--- src/design/wsbs_pkg.sv ---
// ----------------------------------------------------------------------------
// wsbs_pkg
// Shared types and constants for the windowed score best-select unit.
// ----------------------------------------------------------------------------
package wsbs_pkg;

	localparam int unsigned MAX_CANDIDATES = 16;
	localparam int unsigned MAX_WINDOW     = 16;
	localparam int unsigned CFG_IDX_W      = 3;

	localparam logic [CFG_IDX_W-1:0] REG_W_ACC  = 3'd0;
	localparam logic [CFG_IDX_W-1:0] REG_W_EFF  = 3'd1;
	localparam logic [CFG_IDX_W-1:0] REG_W_SPD  = 3'd2;
	localparam logic [CFG_IDX_W-1:0] REG_W_NOV  = 3'd3;
	localparam logic [CFG_IDX_W-1:0] REG_W_COH  = 3'd4;
	localparam logic [CFG_IDX_W-1:0] REG_WINDOW = 3'd5;
	localparam logic [CFG_IDX_W-1:0] REG_POP    = 3'd6;

	typedef struct packed {
		logic [3:0]  candidate_index;
		logic [15:0] accuracy_metric;
		logic [15:0] efficiency_metric;
		logic [15:0] speed_metric;
		logic [15:0] novelty_metric;
		logic [15:0] coherence_metric;
	} in_item_t;

	typedef struct packed {
		logic        accepted;
		logic [15:0] new_score;
		logic [15:0] candidate_average;
		logic [3:0]  best_index;
		logic [15:0] best_average;
	} out_item_t;

	// classified job handed from the front to the back
	typedef struct packed {
		logic        valid_idx;
		logic [3:0]  idx;
		logic [15:0] score;
	} job_t;

	typedef enum logic [2:0] {
		ST_IDLE, ST_WRITE, ST_SUM, ST_DIV, ST_SCAN, ST_DONE
	} back_state_t;

endpackage

--- src/design/wsbs_queue.sv ---
// ----------------------------------------------------------------------------
// wsbs_queue
// Two-entry job queue between front and back.
// ----------------------------------------------------------------------------
module wsbs_queue (
	input  logic           clk,
	input  logic           arst_n,
	input  logic           push,
	input  wsbs_pkg::job_t wdata,
	output logic           full,
	input  logic           pop,
	output logic           not_empty,
	output wsbs_pkg::job_t rdata
);

	wsbs_pkg::job_t slot_q [2];
	logic        wp_q, rp_q;
	logic [1:0]  cnt_q;

	assign full      = cnt_q == 2'd2;
	assign not_empty = cnt_q != 2'd0;
	assign rdata     = slot_q[rp_q];

	always_ff @(posedge clk) begin
		if (push) begin
			slot_q[wp_q] <= wdata;
		end
	end

	always_ff @(posedge clk or negedge arst_n) begin
		if (!arst_n) begin
			wp_q  <= 1'b0;
			rp_q  <= 1'b0;
			cnt_q <= '0;
		end else begin
			if (push) wp_q <= ~wp_q;
			if (pop)  rp_q <= ~rp_q;
			cnt_q <= cnt_q + {1'b0, push} - {1'b0, pop};
		end
	end

`ifndef ASSERT_OFF
	a_no_overflow: assert property (@(posedge clk) disable iff (!arst_n)
		full |-> !push) else $error("queue overflow");
	a_no_underflow: assert property (@(posedge clk) disable iff (!arst_n)
		!not_empty |-> !pop) else $error("queue underflow");
	a_count: assert property (@(posedge clk) disable iff (!arst_n)
		cnt_q != 2'd3) else $error("queue count invalid");
`endif

endmodule

--- config.mk ---
export PLATFORM = sky130hd
export DESIGN_NAME = wsbs_queue
export DESIGN_NICKNAME = d
export VERILOG_FILES = /design/src/design/wsbs_pkg.sv /design/src/design/wsbs_queue.sv
export SDC_FILE = /design/constraint.sdc
export NUM_CORES = 1
export LEC_CHECK = 0
export BUFFER_PORTS_ARGS = -buffer_cell sky130_fd_sc_hd__buf_2
export CAP_MARGIN = 15
export CORE_MARGIN = 2
export CORE_UTILIZATION = 45
export CTS_BUF_LIST = sky130_fd_sc_hd__clkbuf_16
export DETAILED_ROUTE_END_ITERATION = 12
export HOLD_SLACK_MARGIN = 0.06
export PLACE_DENSITY = 0.67
export SYNTH_ARGS = -nofsm -noshare
export SYNTH_HDL_FRONTEND = slang
export SYNTH_SLANG_ARGS = --single-unit
export TNS_END_PERCENT = 30
--- constraint.sdc ---
create_clock -name clk -period 1.9 [get_ports clk]
set_input_delay 0.19 -clock clk [delete_from_list [all_inputs] [get_ports clk]]
set_output_delay 0.19 -clock clk [all_outputs]
set_load 0.03 [all_outputs]
# Word level (Yosys, flattened, before mapping)
# Memories as Yosys holds them, arrays and structs flattened.
# Cells that the tools add are included.
# word_totals
regBits	4
mem_bits_rw	42
in_bits	25
word_cells	12
mem_count	1
# classes
n_addsub	2
eq_ne	1
n_mux	2
bitwise_logic	2
reduce_logical	1
# mem_list
memory	depth	width	read_ports	rd_clocked_by_memory_dff	write_ports	line_no	rtl
slot_q	2	21	1	0	1	wsbs_queue.sv:16	wsbs_pkg::job_t slot_q [2];
# op_table
op	n
$add A2 B1 Y2	1
$eq A2 B2 Y1 const B	1
$mux W1	2
$not A1 Y1	2
$reduce_bool A2 Y1	1
$sub A2 B1 Y2	1

# Longest topological paths before layout
# logic_depth
depth_word	2
ltp_mapped	5
ltp_nobuf	5

# Least setup slack after synthesis
# OpenSTA, ideal clock, no wires.
# synth_path
path_type	reg2reg
start	register wp_q
end	memory slot_q[0][0] in the netlist's numbering (enable)
setup_ns	0.401
t_arrival_ns	1.359
t_required_ns	1.499
path_slack_ns	0.140
path_stages_with_launch	2
n_path_buf	0
cell_sequence	dfrtp_1 nor2b_1
# synth_rtl
element	line_no	rtl
start: declaration	wsbs_queue.sv:17	logic wp_q, rp_q;
start signal: assignment	wsbs_queue.sv:36	if (push) wp_q <= ~wp_q;
end: declaration	wsbs_queue.sv:16	
# No word-level cell before the write port.

==> results.ini <==
[run_status]
outcome=finished clean

[drt]
ant_nets=0
drtPass1Iterations=4
drc=0
vias=892
drt_iter0_markers=26
wl_um=2569
vias_per_cell=4.796
wl_per_cell_um=13.81

[global_routing]
first_global_vias=896
grt_max_degree=23
grt_overflow=0
antenna_found_initial=0
grt_pass1_wl_um=4064
grt_use_total_pct=13.40

[clock_network]
ctsRootBufferMaster=clkbuf_16
h-tree-depth=2
numCtsBuffers=5
cts_tree=built
post_cts_resize_count=0
clock_latency_ns=0.28
numClockSinks=46
cts_setup_buffers=0
clk_path_buf_depth=2
clkTransAtPathRegs_ns=0.06

[setup_path]
cp_max_fo=22
worstSetupEndpointType=primary output
reg2reg_depth=5
cp_cell_sequence=buf_4 -> mux2_2 -> buf_2
crit_arrival_ns=1.46
critPathKind=register to primary output
cpPeakStageDelay_ns=0.39
worstPathRequired_ns=1.71
startpoint_type=register
slowest_stage=mux2_2

[timing]
period_needed_ns=1.650
post-route-period-util_pct=86.86
hold_viol_final=0
finClkSkew_ns=0.003934
rsz0062_at_grt=false
final.setup.tns_ns=0
max_clock_freq_mhz=605.9
finalSetupViolations=0
hold_ws_ns=0.09643
final_max_slew_viol_count=0
max_slew_margin_pct=79.79
worst_pin_slew_ns=0.3032

[synthesis]
async_flop_share_pct=8.696
dominantRegCellSynth=edfxtp_1
ys_warn_count=0
synth_most_common_cell=edfxtp_1
synth_edf_count=42
synth_common_cells=42 x edfxtp_1, 21 x mux2_2, 4 x dfrtp_1
synth_top_area_cell=edfxtp_1
syn_nets=107
syn_area_mm2=0.001719
synth.distinct_cells=11
syn_avg_cell_area_um2=21.49
postSynthCellCount=80
yosysSeqAreaShare_pct=79.18
ys_seq_elements=46
synth_top_area_share_pct=73.36
synth_area_leaders=edfxtp_1 73%, mux2_2 14%, dfrtp_1 5.8%

[power]
swShare_pct=32.72
power_frac_comb_pct=34.6
p_leak_nw=0.8689
switchingPower_mw=1.189
power.internal_mw=2.444
p_seq_share_pct=39.0
p_clk_share_pct=26.4
vdd_drop_max_mv=0.9084
p_per_area_mw_per_mm2=1648
finalPower_mw=3.633

[hold_path]
holdPathStages=1
hold_path.class=input pin to register

[layout]
diodes=0
fin_nets=164
utilization_pct=60.22
area_delta_synth_final_pct=28.24
final_layout_size_suffix_gt1_share_pct=59.42

[floorplan]
die_h_um=65.81
die_x_um=65.81
num_rows=22
die_area_mm2=0.004331
io_pins=48
core_mm2=0.003661
start_util_pct=46.96

[placement]
dpl.hpwl_um=1797
port_buffers=47
place.gp.congestion=0.6516

[run]
cap_viol_max_count=0

-- path summary, 6_finish.rpt --
kind                       slack, ns            end      start
max                             0.25       rdata[3]       rp_q
min                              0.1  slot_q[1][10]  wdata[10]
max reg2reg                     0.70       cnt_q[1]   cnt_q[0]
min reg2reg                     0.52           wp_q       wp_q
max in group asynchronous       1.54           rp_q     arst_n
min in group asynchronous       0.24       cnt_q[0]     arst_n
-- repair_timing --
item                                    CTS  global route
hold buffers                              1             0
endpoints found under the hold margin     4             0
endpoints found under the setup margin    0             0
-- registers in the layout (all words and copies together), names as in the netlist --
| name | cells |
|---|---|
| slot_q | 42 |
| cnt_q | 2 |
| wp_q | 1 |
| rp_q | 1 |
-- per-layer routing --
metal	part of all wire (%)	global-route usage (%)
met2	52	22.60
met1	38	14.91
met4	0.82	4.688
met5	0	0
met3	9.1	6.133
-- critical path, delay by kind of cell, from the launching register on --
kind / cells / cell delay (ns)
buffers and inverters: 2 / 0.47
multiplexers: 1 / 0.39
flip-flops: 1 / 0.32
-- cell type report --
class / instances / area [um^2]
clock buffers: 5 / 125.1
clock inverters: 3 / 45.04
fillers: 273 / 1456
inverters: 2 / 7.507
multi-input cells: 30 / 330.3
flip-flops and latches: 46 / 1361
well taps: 48 / 60.06
repair buffers: 52 / 275.3
-- metrics by stage --
step                      instance area [um^2]  instances  worst slack [ns]
after floorplan                           1719         80            0.1403
after global placement                    2024        177            0.5584
after detailed placement                  2024        177            0.5522
after CTS                                 2205        186            0.2427
after global routing                      2205        186            0.1972
final                                     2205        186            0.2496
-- layout by cell type, fill, tap and decap left out --
| cell type | Yosys | layout |
|---|---|---|
| dfrtp_1 | 4 | 4 |
| and2_1 | 1 | 1 |
| edfxtp_1 | 42 | 42 |
| xor3_1 | 1 | 1 |
| buf_4 | 0 | 4 |
| bufinv_16 | 0 | 1 |
| mux2_2 | 21 | 21 |
| nor2b_2 | 0 | 1 |
| clkbuf_16 | 0 | 5 |
| dlygate4sd3_1 | 0 | 1 |
| clkinvlp_4 | 0 | 2 |
| ha_1 | 2 | 2 |
| nor2b_1 | 2 | 1 |
| buf_2 | 0 | 47 |
| or2_2 | 1 | 1 |
| xor2_1 | 2 | 2 |
| inv_1 | 2 | 2 |
-- cell families after synthesis --
group                    after synthesis  share of synthesized area [%]
flip-flops                            46                          79.19
multiplexers                          21                          13.76
XOR/XNOR                               3                          2.402
adder cells (fa/ha/maj)                2                          1.455
AND/OR/NAND/NOR                        4                          1.456
buffers and inverters                  4                          1.747
-- power groups by stage --
stage | combinational [mW] | sequential (mW) | clock (mW)
after global routing | 1.35 | 1.44 | 1.03
after detailed placement | 1.27 | 1.44 | 0
after CTS | 1.28 | 1.42 | 0.978
final | 1.26 | 1.42 | 0.958
after global placement | 1.25 | 1.43 | 0
after floorplan | 0.957 | 1.43 | 0
(Power assumes the default switching activity.)
