[src/design/wsbs_pkg.sv]
// ----------------------------------------------------------------------------
// wsbs_pkg
// Shared types and constants for the windowed score best-select unit.
// ----------------------------------------------------------------------------
package wsbs_pkg;

	localparam int unsigned MAX_CANDIDATES = 16;
	localparam int unsigned MAX_WINDOW     = 16;
	localparam int unsigned CFG_IDX_W      = 3;

	localparam logic [CFG_IDX_W-1:0] REG_W_ACC  = 3'd0;
	localparam logic [CFG_IDX_W-1:0] REG_W_EFF  = 3'd1;
	localparam logic [CFG_IDX_W-1:0] REG_W_SPD  = 3'd2;
	localparam logic [CFG_IDX_W-1:0] REG_W_NOV  = 3'd3;
	localparam logic [CFG_IDX_W-1:0] REG_W_COH  = 3'd4;
	localparam logic [CFG_IDX_W-1:0] REG_WINDOW = 3'd5;
	localparam logic [CFG_IDX_W-1:0] REG_POP    = 3'd6;

	typedef struct packed {
		logic [3:0]  candidate_index;
		logic [15:0] accuracy_metric;
		logic [15:0] efficiency_metric;
		logic [15:0] speed_metric;
		logic [15:0] novelty_metric;
		logic [15:0] coherence_metric;
	} in_item_t;

	typedef struct packed {
		logic        accepted;
		logic [15:0] new_score;
		logic [15:0] candidate_average;
		logic [3:0]  best_index;
		logic [15:0] best_average;
	} out_item_t;

	// classified job handed from the front to the back
	typedef struct packed {
		logic        valid_idx;
		logic [3:0]  idx;
		logic [15:0] score;
	} job_t;

	typedef enum logic [2:0] {
		ST_IDLE, ST_WRITE, ST_SUM, ST_DIV, ST_SCAN, ST_DONE
	} back_state_t;

endpackage

[src/design/wsbs_front.sv]
// ----------------------------------------------------------------------------
// wsbs_front
// Accept items, check the index, form the saturated weighted score over
// five multiply steps, and push a job into the queue.
// ----------------------------------------------------------------------------
module wsbs_front (
	input  logic               clk,
	input  logic               arst_n,
	input  logic               start,
	input  wsbs_pkg::in_item_t item,
	output logic               busy,
	input  logic [15:0]        w_acc,
	input  logic [15:0]        w_eff,
	input  logic [15:0]        w_spd,
	input  logic [15:0]        w_nov,
	input  logic [15:0]        w_coh,
	input  logic [4:0]         pop_eff,
	input  logic               q_full,
	output logic               q_push,
	output wsbs_pkg::job_t     q_data
);

	wsbs_pkg::in_item_t item_q;
	logic        act_q;
	logic [2:0]  step_q;
	logic [34:0] acc_q;
	logic [15:0] m_sel, w_sel;
	logic [31:0] prod_s1;
	logic        pvld_s1;
	logic        vidx;

	assign busy = act_q;
	assign vidx = {1'b0, item_q.candidate_index} < pop_eff;

	always_comb begin
		case (step_q)
			3'd0: begin m_sel = item_q.accuracy_metric;   w_sel = w_acc; end
			3'd1: begin m_sel = item_q.efficiency_metric; w_sel = w_eff; end
			3'd2: begin m_sel = item_q.speed_metric;      w_sel = w_spd; end
			3'd3: begin m_sel = item_q.novelty_metric;    w_sel = w_nov; end
			default: begin m_sel = item_q.coherence_metric; w_sel = w_coh; end
		endcase
	end

	always_ff @(posedge clk) begin
		if (start && !act_q) begin
			item_q <= item;
		end
		prod_s1 <= m_sel * w_sel;
	end

	always_ff @(posedge clk or negedge arst_n) begin
		if (!arst_n) begin
			act_q   <= 1'b0;
			step_q  <= '0;
			acc_q   <= '0;
			pvld_s1 <= 1'b0;
		end else begin
			pvld_s1 <= act_q && step_q < 3'd5;
			if (start && !act_q) begin
				act_q  <= 1'b1;
				step_q <= '0;
				acc_q  <= '0;
			end else if (act_q) begin
				if (step_q < 3'd5) begin
					step_q <= step_q + 3'd1;
				end
				if (pvld_s1) begin
					acc_q <= acc_q + {3'b0, prod_s1};
				end
				if (step_q == 3'd5 && !pvld_s1 && !q_full) begin
					act_q <= 1'b0;
				end
			end
		end
	end

	assign q_push = act_q && step_q == 3'd5 && !pvld_s1 && !q_full;
	always_comb begin
		q_data.valid_idx = vidx;
		q_data.idx       = item_q.candidate_index;
		if (!vidx) begin
			q_data.score = '0;
		end else if (acc_q[34:32] != 3'b0) begin
			q_data.score = 16'hFFFF;
		end else begin
			q_data.score = acc_q[31:16];
		end
	end

endmodule

[config.mk]
export PLATFORM = sky130hd
export DESIGN_NAME = wsbs_front
export DESIGN_NICKNAME = d
export VERILOG_FILES = /design/src/design/wsbs_pkg.sv /design/src/design/wsbs_front.sv
export SDC_FILE = /design/constraint.sdc
export NUM_CORES = 1
export LEC_CHECK = 0
export ABC_AREA = 0
export BUFFER_PORTS_ARGS = -buffer_cell sky130_fd_sc_hd__buf_2
export CORE_MARGIN = 2
export CORE_UTILIZATION = 60
export DETAILED_ROUTE_END_ITERATION = 8
export GPL_ROUTABILITY_DRIVEN = 0
export PLACE_DENSITY_LB_ADDON = 0.08
export SYNTH_ARGS = -nofsm -noshare
export SYNTH_HDL_FRONTEND = slang
export SYNTH_SLANG_ARGS = --single-unit
[constraint.sdc]
create_clock -name clk -period 8.5 [get_ports clk]
set_clock_uncertainty 0.05 [all_clocks]
set_input_delay 0.425 -clock clk [delete_from_list [all_inputs] [get_ports clk]]
set_output_delay 0.425 -clock clk [all_outputs]
set_load 0.05 [all_outputs]
After elaboration in Yosys (flattened, before gate mapping)
Index checks and enable logic that the tools add are counted.
{"block": "classes", "addsub": 2, "n_reduce_logical": 17, "muxes": 13, "n_eq_ne": 4, "magnitude_cmp": 2, "mul": 1}
{"cell": "case mux 16 bit (4 select lines)", "n": 2}
{"cell": "2-to-1 mux 35 bit", "n": 3}
{"cell": "adder 35 x 32 -> 35 bit", "n": 1}
{"cell": "multiplier 16 x 16 -> 32 bit", "n": 1}
{"cell": "2-to-1 mux 16 bit", "n": 2}
{"cell": "2-to-1 mux 3 bit", "n": 3}
{"cell": "logical AND 1 bit", "n": 7}
{"cell": "equality test 3 x 2 -> 1 bit, second input constant", "n": 2}
{"cell": "nonzero test 2 bit", "n": 3}
{"cell": "< comparator 4 x 5 -> 1 bit", "n": 1}
{"cell": "AND reduction 2 bit", "n": 2}
{"cell": "adder 3 x 1 -> 3 bit, second input constant", "n": 1}
{"cell": "equality test 3 x 1 -> 1 bit, second input constant", "n": 1}
{"cell": "equality test 3 bit, second input constant", "n": 1}
{"cell": "logical NOT 1 bit", "n": 3}
{"cell": "logical NOT 3 bit", "n": 1}
{"cell": "< comparator 3 bit, second input constant", "n": 1}
{"cell": "2-to-1 mux 1 bit", "n": 3}
{"cell": "nonzero test 3 bit", "n": 1}
{"block": "totals", "inputBits": 173, "out_inout_bits": 23, "regBits": 156, "elab_cells": 50}

Logic depth before layout (Yosys ltp)
{"block": "logic_depth", "depth_word": 6, "mapped_depth": 31, "mapped_depth_nobuf": 27}

Least setup slack after synthesis
No wires, ideal clock.
{"block": "synth_path", "path_type": "flip-flop to flip-flop", "startpoint": "register step_q[2]", "endpoint": "register prod_s1[31]", "setup_time_ps": 72, "slack_ps": 1064, "required_ps": 8378, "period_less_slack_ps": 7436, "n_path_buf": 4, "arrival_ps": 7314, "path_stages_with_launch": 29, "cell_sequence": "dfrtp_1 > inv_1 > clkbuf_1 > buf_1 > ha_1 > clkbuf_1 > a22oi_1 > nand3_1 > o21a_1 > clkbuf_1 > nand2_1 > fa_1 > fa_1 > inv_1 > fa_1 > inv_1 > fa_1 > fa_1 > fa_1 > inv_1 > ha_1 > a21oi_1 > o21ai_0 > nor2b_1 > nor4_2 > o221ai_1 > a41o_1 > a21oi_1 > xnor2_1"}
{"block": "synth_between", "elab_chain_cells": 3, "elab_cells_between_ends": 7, "classes_between": "mul: 1; eq/ne: 3; mux: 2; reduce/logical: 1"}
{"element": "start: declaration", "line_no": "wsbs_front.sv:25", "source": "logic [2:0] step_q;"}
{"element": "start signal: assignment", "line_no": "wsbs_front.sv:66", "source": "step_q <= step_q + 3'd1;"}
{"element": "equality test 3 x 2 -> 1 bit (tied with other cells)", "line_no": "wsbs_front.sv:36", "source": "case (step_q)"}
{"element": "case mux 16 bit (4 select lines)", "line_no": "wsbs_front.sv:36"}
{"element": "multiplier 16 x 16 -> 32 bit *", "line_no": "wsbs_front.sv:49", "source": "prod_s1 <= m_sel * w_sel;"}
{"element": "end signal: assignment", "line_no": "wsbs_front.sv:49"}
{"element": "end: declaration", "line_no": "wsbs_front.sv:28", "source": "logic [31:0] prod_s1;"}
Every way passes the cells marked *; elsewhere a longest branch is shown, timed or not.
A chain may end at the register's enable or synchronous reset.

Worst setup path in the final report
{"block": "layout_path", "startpoint": "register step_q[0]", "endpoint": "register prod_s1[31]"}
Same word-level chain as after synthesis.

==> run_results.csv <==
group,metric,value,unit
cts,cts_resized,0,
grt,top_usage_layer,"met2",
timing,drv_slew,0,
timing,finalSetupViolCount,0,
floorplan,fp.dieW,166.2,µm
cts,clk_path_buf_depth,2,
floorplan,die_area,0.02763,mm²
timing,hold_viol_final,0,
grt,grt.met2_usage,49.72,%
grt,use_met3,6.435,%
status,status,"finished, final reports clean",
cts,htree_levels,4,
timing,fmax,128.9,MHz
finish,fin_area,0.01769,mm²
cts,cts_hold_buf,0,
worst_setup_path,end_kind,"flip-flop",
cts,clkTransAtPathRegs,80,ps
worst_setup_path,worstSetupPathType,"flip-flop to flip-flop",
timing,period_minus_slack,7755,ps
floorplan,die_height,166.2,µm
synth,yosys_warnings,0,
synth,syn_area,0.01579,mm²
synth,synth_ff_type,"edfxtp_1",
grt,grt_pass1_wl,67.01,mm
worst_setup_path,cp-start-kind,"flip-flop",
finish,syn_to_final_growth,12.04,%
synth,syn_inst,1659,
routing,drt_iter0_markers,1172,
worst_setup_path,regToRegStartpoint,"step_q[0]$_DFFE_PN0P_",
timing,slew_headroom,22.82,%
flow_run,cap_violations,0,
grt,grt.met1_usage,41.13,%
synth,async_flop_share,25.64,%
timing,post-route-period-util,91.24,%
grt,grt_pass1_vias,12992,
min_path,holdCritPathClass,"input pin to async pin",
routing,vias,12514,
routing,vias_per_cell,5.775,
synth,avgSynthCellArea,9.519,µm²
grt,overflow,0,
worst_setup_path,cp.required,8820,ps
floorplan,initial_utilization,60.77,%
placed_design,portBuffers,195,
grt,grt_usage,30.88,%
finish,drive_above_1_share,14.14,%
worst_setup_path,reg2reg_to,"prod_s1[31]$_DFF_P_",
cts,postCtsSetupRepairBufs,0,
cts,clock_sinks,156,
synth,ys_types,62,
routing,postRouteAntennaNets,0,
placed_design,dpl-instance-area,0.01707,mm²
worst_setup_path,cp-startpoint,"step_q[0]$_DFFE_PN0P_",
synth,synth_most_common_cell,"inv_1",
worst_setup_path,rr_worst_depth,25,
synth,ys_top_cells_by_count,"inv_1, nand2_1, fa_1",
cts,clk_latency,450,ps
routing,dr.pass1.iters,5,
cts,cts_tree,"built",
synth,synth.area.top_cells,"fa_1, edfxtp_1, ha_1, dfrtp_1, inv_1",
synth,synth_edf_count,84,
finish,fin_nets,2331,
floorplan,coreArea,0.02598,mm²
synth,synth_top_area_share,24.72,%
placed_design,hpwlAfterDp,32.54,mm
timing,setup_tns,0,ps
finish,n_antenna_cell,0,
floorplan,io_pins,196,
grt,grt_max_degree,85,
routing,drt-total-wl,41.57,mm
worst_setup_path,regToRegSetupSlack,740,ps
floorplan,row_count,59,
worst_setup_path,critPathMaxFanout,32,
synth,synth_nets,2171,
synth,seq_area_frac_synth,26.37,%
timing,rsz0062_at_grt,"false",
cts,cts_buffers,17,
cts,root_buffer,"clkbuf_16",
synth,synth-seq-cells,156,
grt,antenna_found_initial,0,
timing,tightest_slew,1157,ps
synth,synth_top_area_cell,"fa_1",
routing,wl_per_cell,19.18,µm
worst_setup_path,critical_path_arrival,8080,ps
routing,drc,0,
## through the flow
step                utilization (%)  setup WS (ps)  hold slack, ps  instances
floorplan                         -           1064           79.41       1659
global placement              65.68          962.8           422.9       2135
detailed placement            65.68          787.2           431.4       2135
CTS                           68.09          770.5           93.45       2167
global route                  68.09          282.6           87.28       2167
finish                        68.09          744.6           89.71       2167
## logic make-up after synthesis
family | count (synthesis) | share of synthesized area (%)
buffers and inverters | 317 | 7.701
and+or+nand+nor | 455 | 12.47
DFF | 156 | 26.37
AOI/OAI and AO/OA | 340 | 14.42
xor gates and xnor gates | 49 | 2.718
adders and majority gates | 339 | 36.13
muxes | 3 | 0.1902
## critical path: stages, from the launching register on
cell,delay [ps]
dfrtp_1,440
ha_1,180
ha_1,150
buf_4,350
a22oi_1,150
nand3_1,110
o21a_1,590
nand2_1,180
fa_1,560
inv_1,50
fa_1,420
fa_1,510
inv_1,70
fa_1,560
fa_1,430
fa_1,490
inv_1,40
ha_1,350
a21oi_1,210
o21ai_0,150
nor2b_1,170
nor4_2,580
o221ai_1,290
a41o_1,280
a21oi_1,160
xnor2_1,140
## worst max-delay path by stage
| stage | end | slack [ps] |
|---|---|---|
| after floorplan | prod_s1[31]$_DFF_P_ | 1060 |
| after CTS | prod_s1[31]$_DFF_P_ | 770 |
| after global placement | prod_s1[31]$_DFF_P_ | 960 |
| after global routing | prod_s1[31]$_DFF_P_ | 280 |
| after detailed placement | prod_s1[31]$_DFF_P_ | 790 |
| final | prod_s1[31]$_DFF_P_ | 740 |
## area by class of cell
cell class | instances | area [µm²]
clock buffers | 17 | 425.4
clock inverters | 15 | 200.2
fillers | 2055 | 8293
flip-flops and latches | 156 | 4164
multi-input cells | 1186 | 10410
well taps | 335 | 419.2
repair buffers | 213 | 1149
inverters | 245 | 920.9
## placed cells by master, fill, tap and decap left out, types with 4 or more instances in the layout
| cell | synthesis | routed |
|---|---|---|
| a2111oi_1 | 4 | 4 |
| nor3_1 | 13 | 13 |
| clkbuf_16 | 0 | 17 |
| buf_2 | 0 | 195 |
| xor2_1 | 15 | 15 |
| o21a_1 | 47 | 47 |
| nor2_1 | 124 | 123 |
| nor2b_1 | 16 | 16 |
| edfxtp_1 | 84 | 84 |
| xnor2_1 | 34 | 34 |
| o211ai_1 | 8 | 8 |
| o21bai_1 | 10 | 10 |
| inv_1 | 245 | 243 |
| buf_4 | 5 | 15 |
| o31ai_1 | 4 | 4 |
| ha_1 | 144 | 144 |
| a31oi_1 | 8 | 8 |
| a211oi_1 | 8 | 8 |
| nand3_1 | 48 | 48 |
| nand4_1 | 8 | 8 |
| inv_8 | 0 | 4 |
| clkinv_8 | 0 | 5 |
| or3_1 | 5 | 5 |
| a22o_1 | 4 | 4 |
| dfrtp_1 | 40 | 40 |
| nand2_1 | 200 | 200 |
| dfxtp_1 | 32 | 32 |
| fa_1 | 195 | 195 |
| a21o_1 | 19 | 19 |
| and3_1 | 4 | 4 |
| a21oi_1 | 57 | 57 |
| nand2b_1 | 10 | 10 |
| o21ai_1 | 18 | 21 |
| a22oi_1 | 64 | 64 |
| o21ai_0 | 63 | 60 |
| and2_1 | 17 | 17 |
| or2_2 | 4 | 4 |
## routing by layer
| layer | wire (µm) | share of wire, % |
|---|---|---|
| met5 | 0 | 0 |
| met4 | 1739 | 4.2 |
| met3 | 3728 | 9.0 |
| met2 | 18950 | 46 |
| met1 | 17150 | 41 |
## state kept, by name, summed over array words and instances (netlist names)
name	flops
busy	1
item_q	80
pvld_s1	1
step_q	3
q_data	4
acc_q	35
prod_s1	32
Power is not shown: default switching activity piles up to over one toggle a cycle in this logic, so the estimate is an artifact.
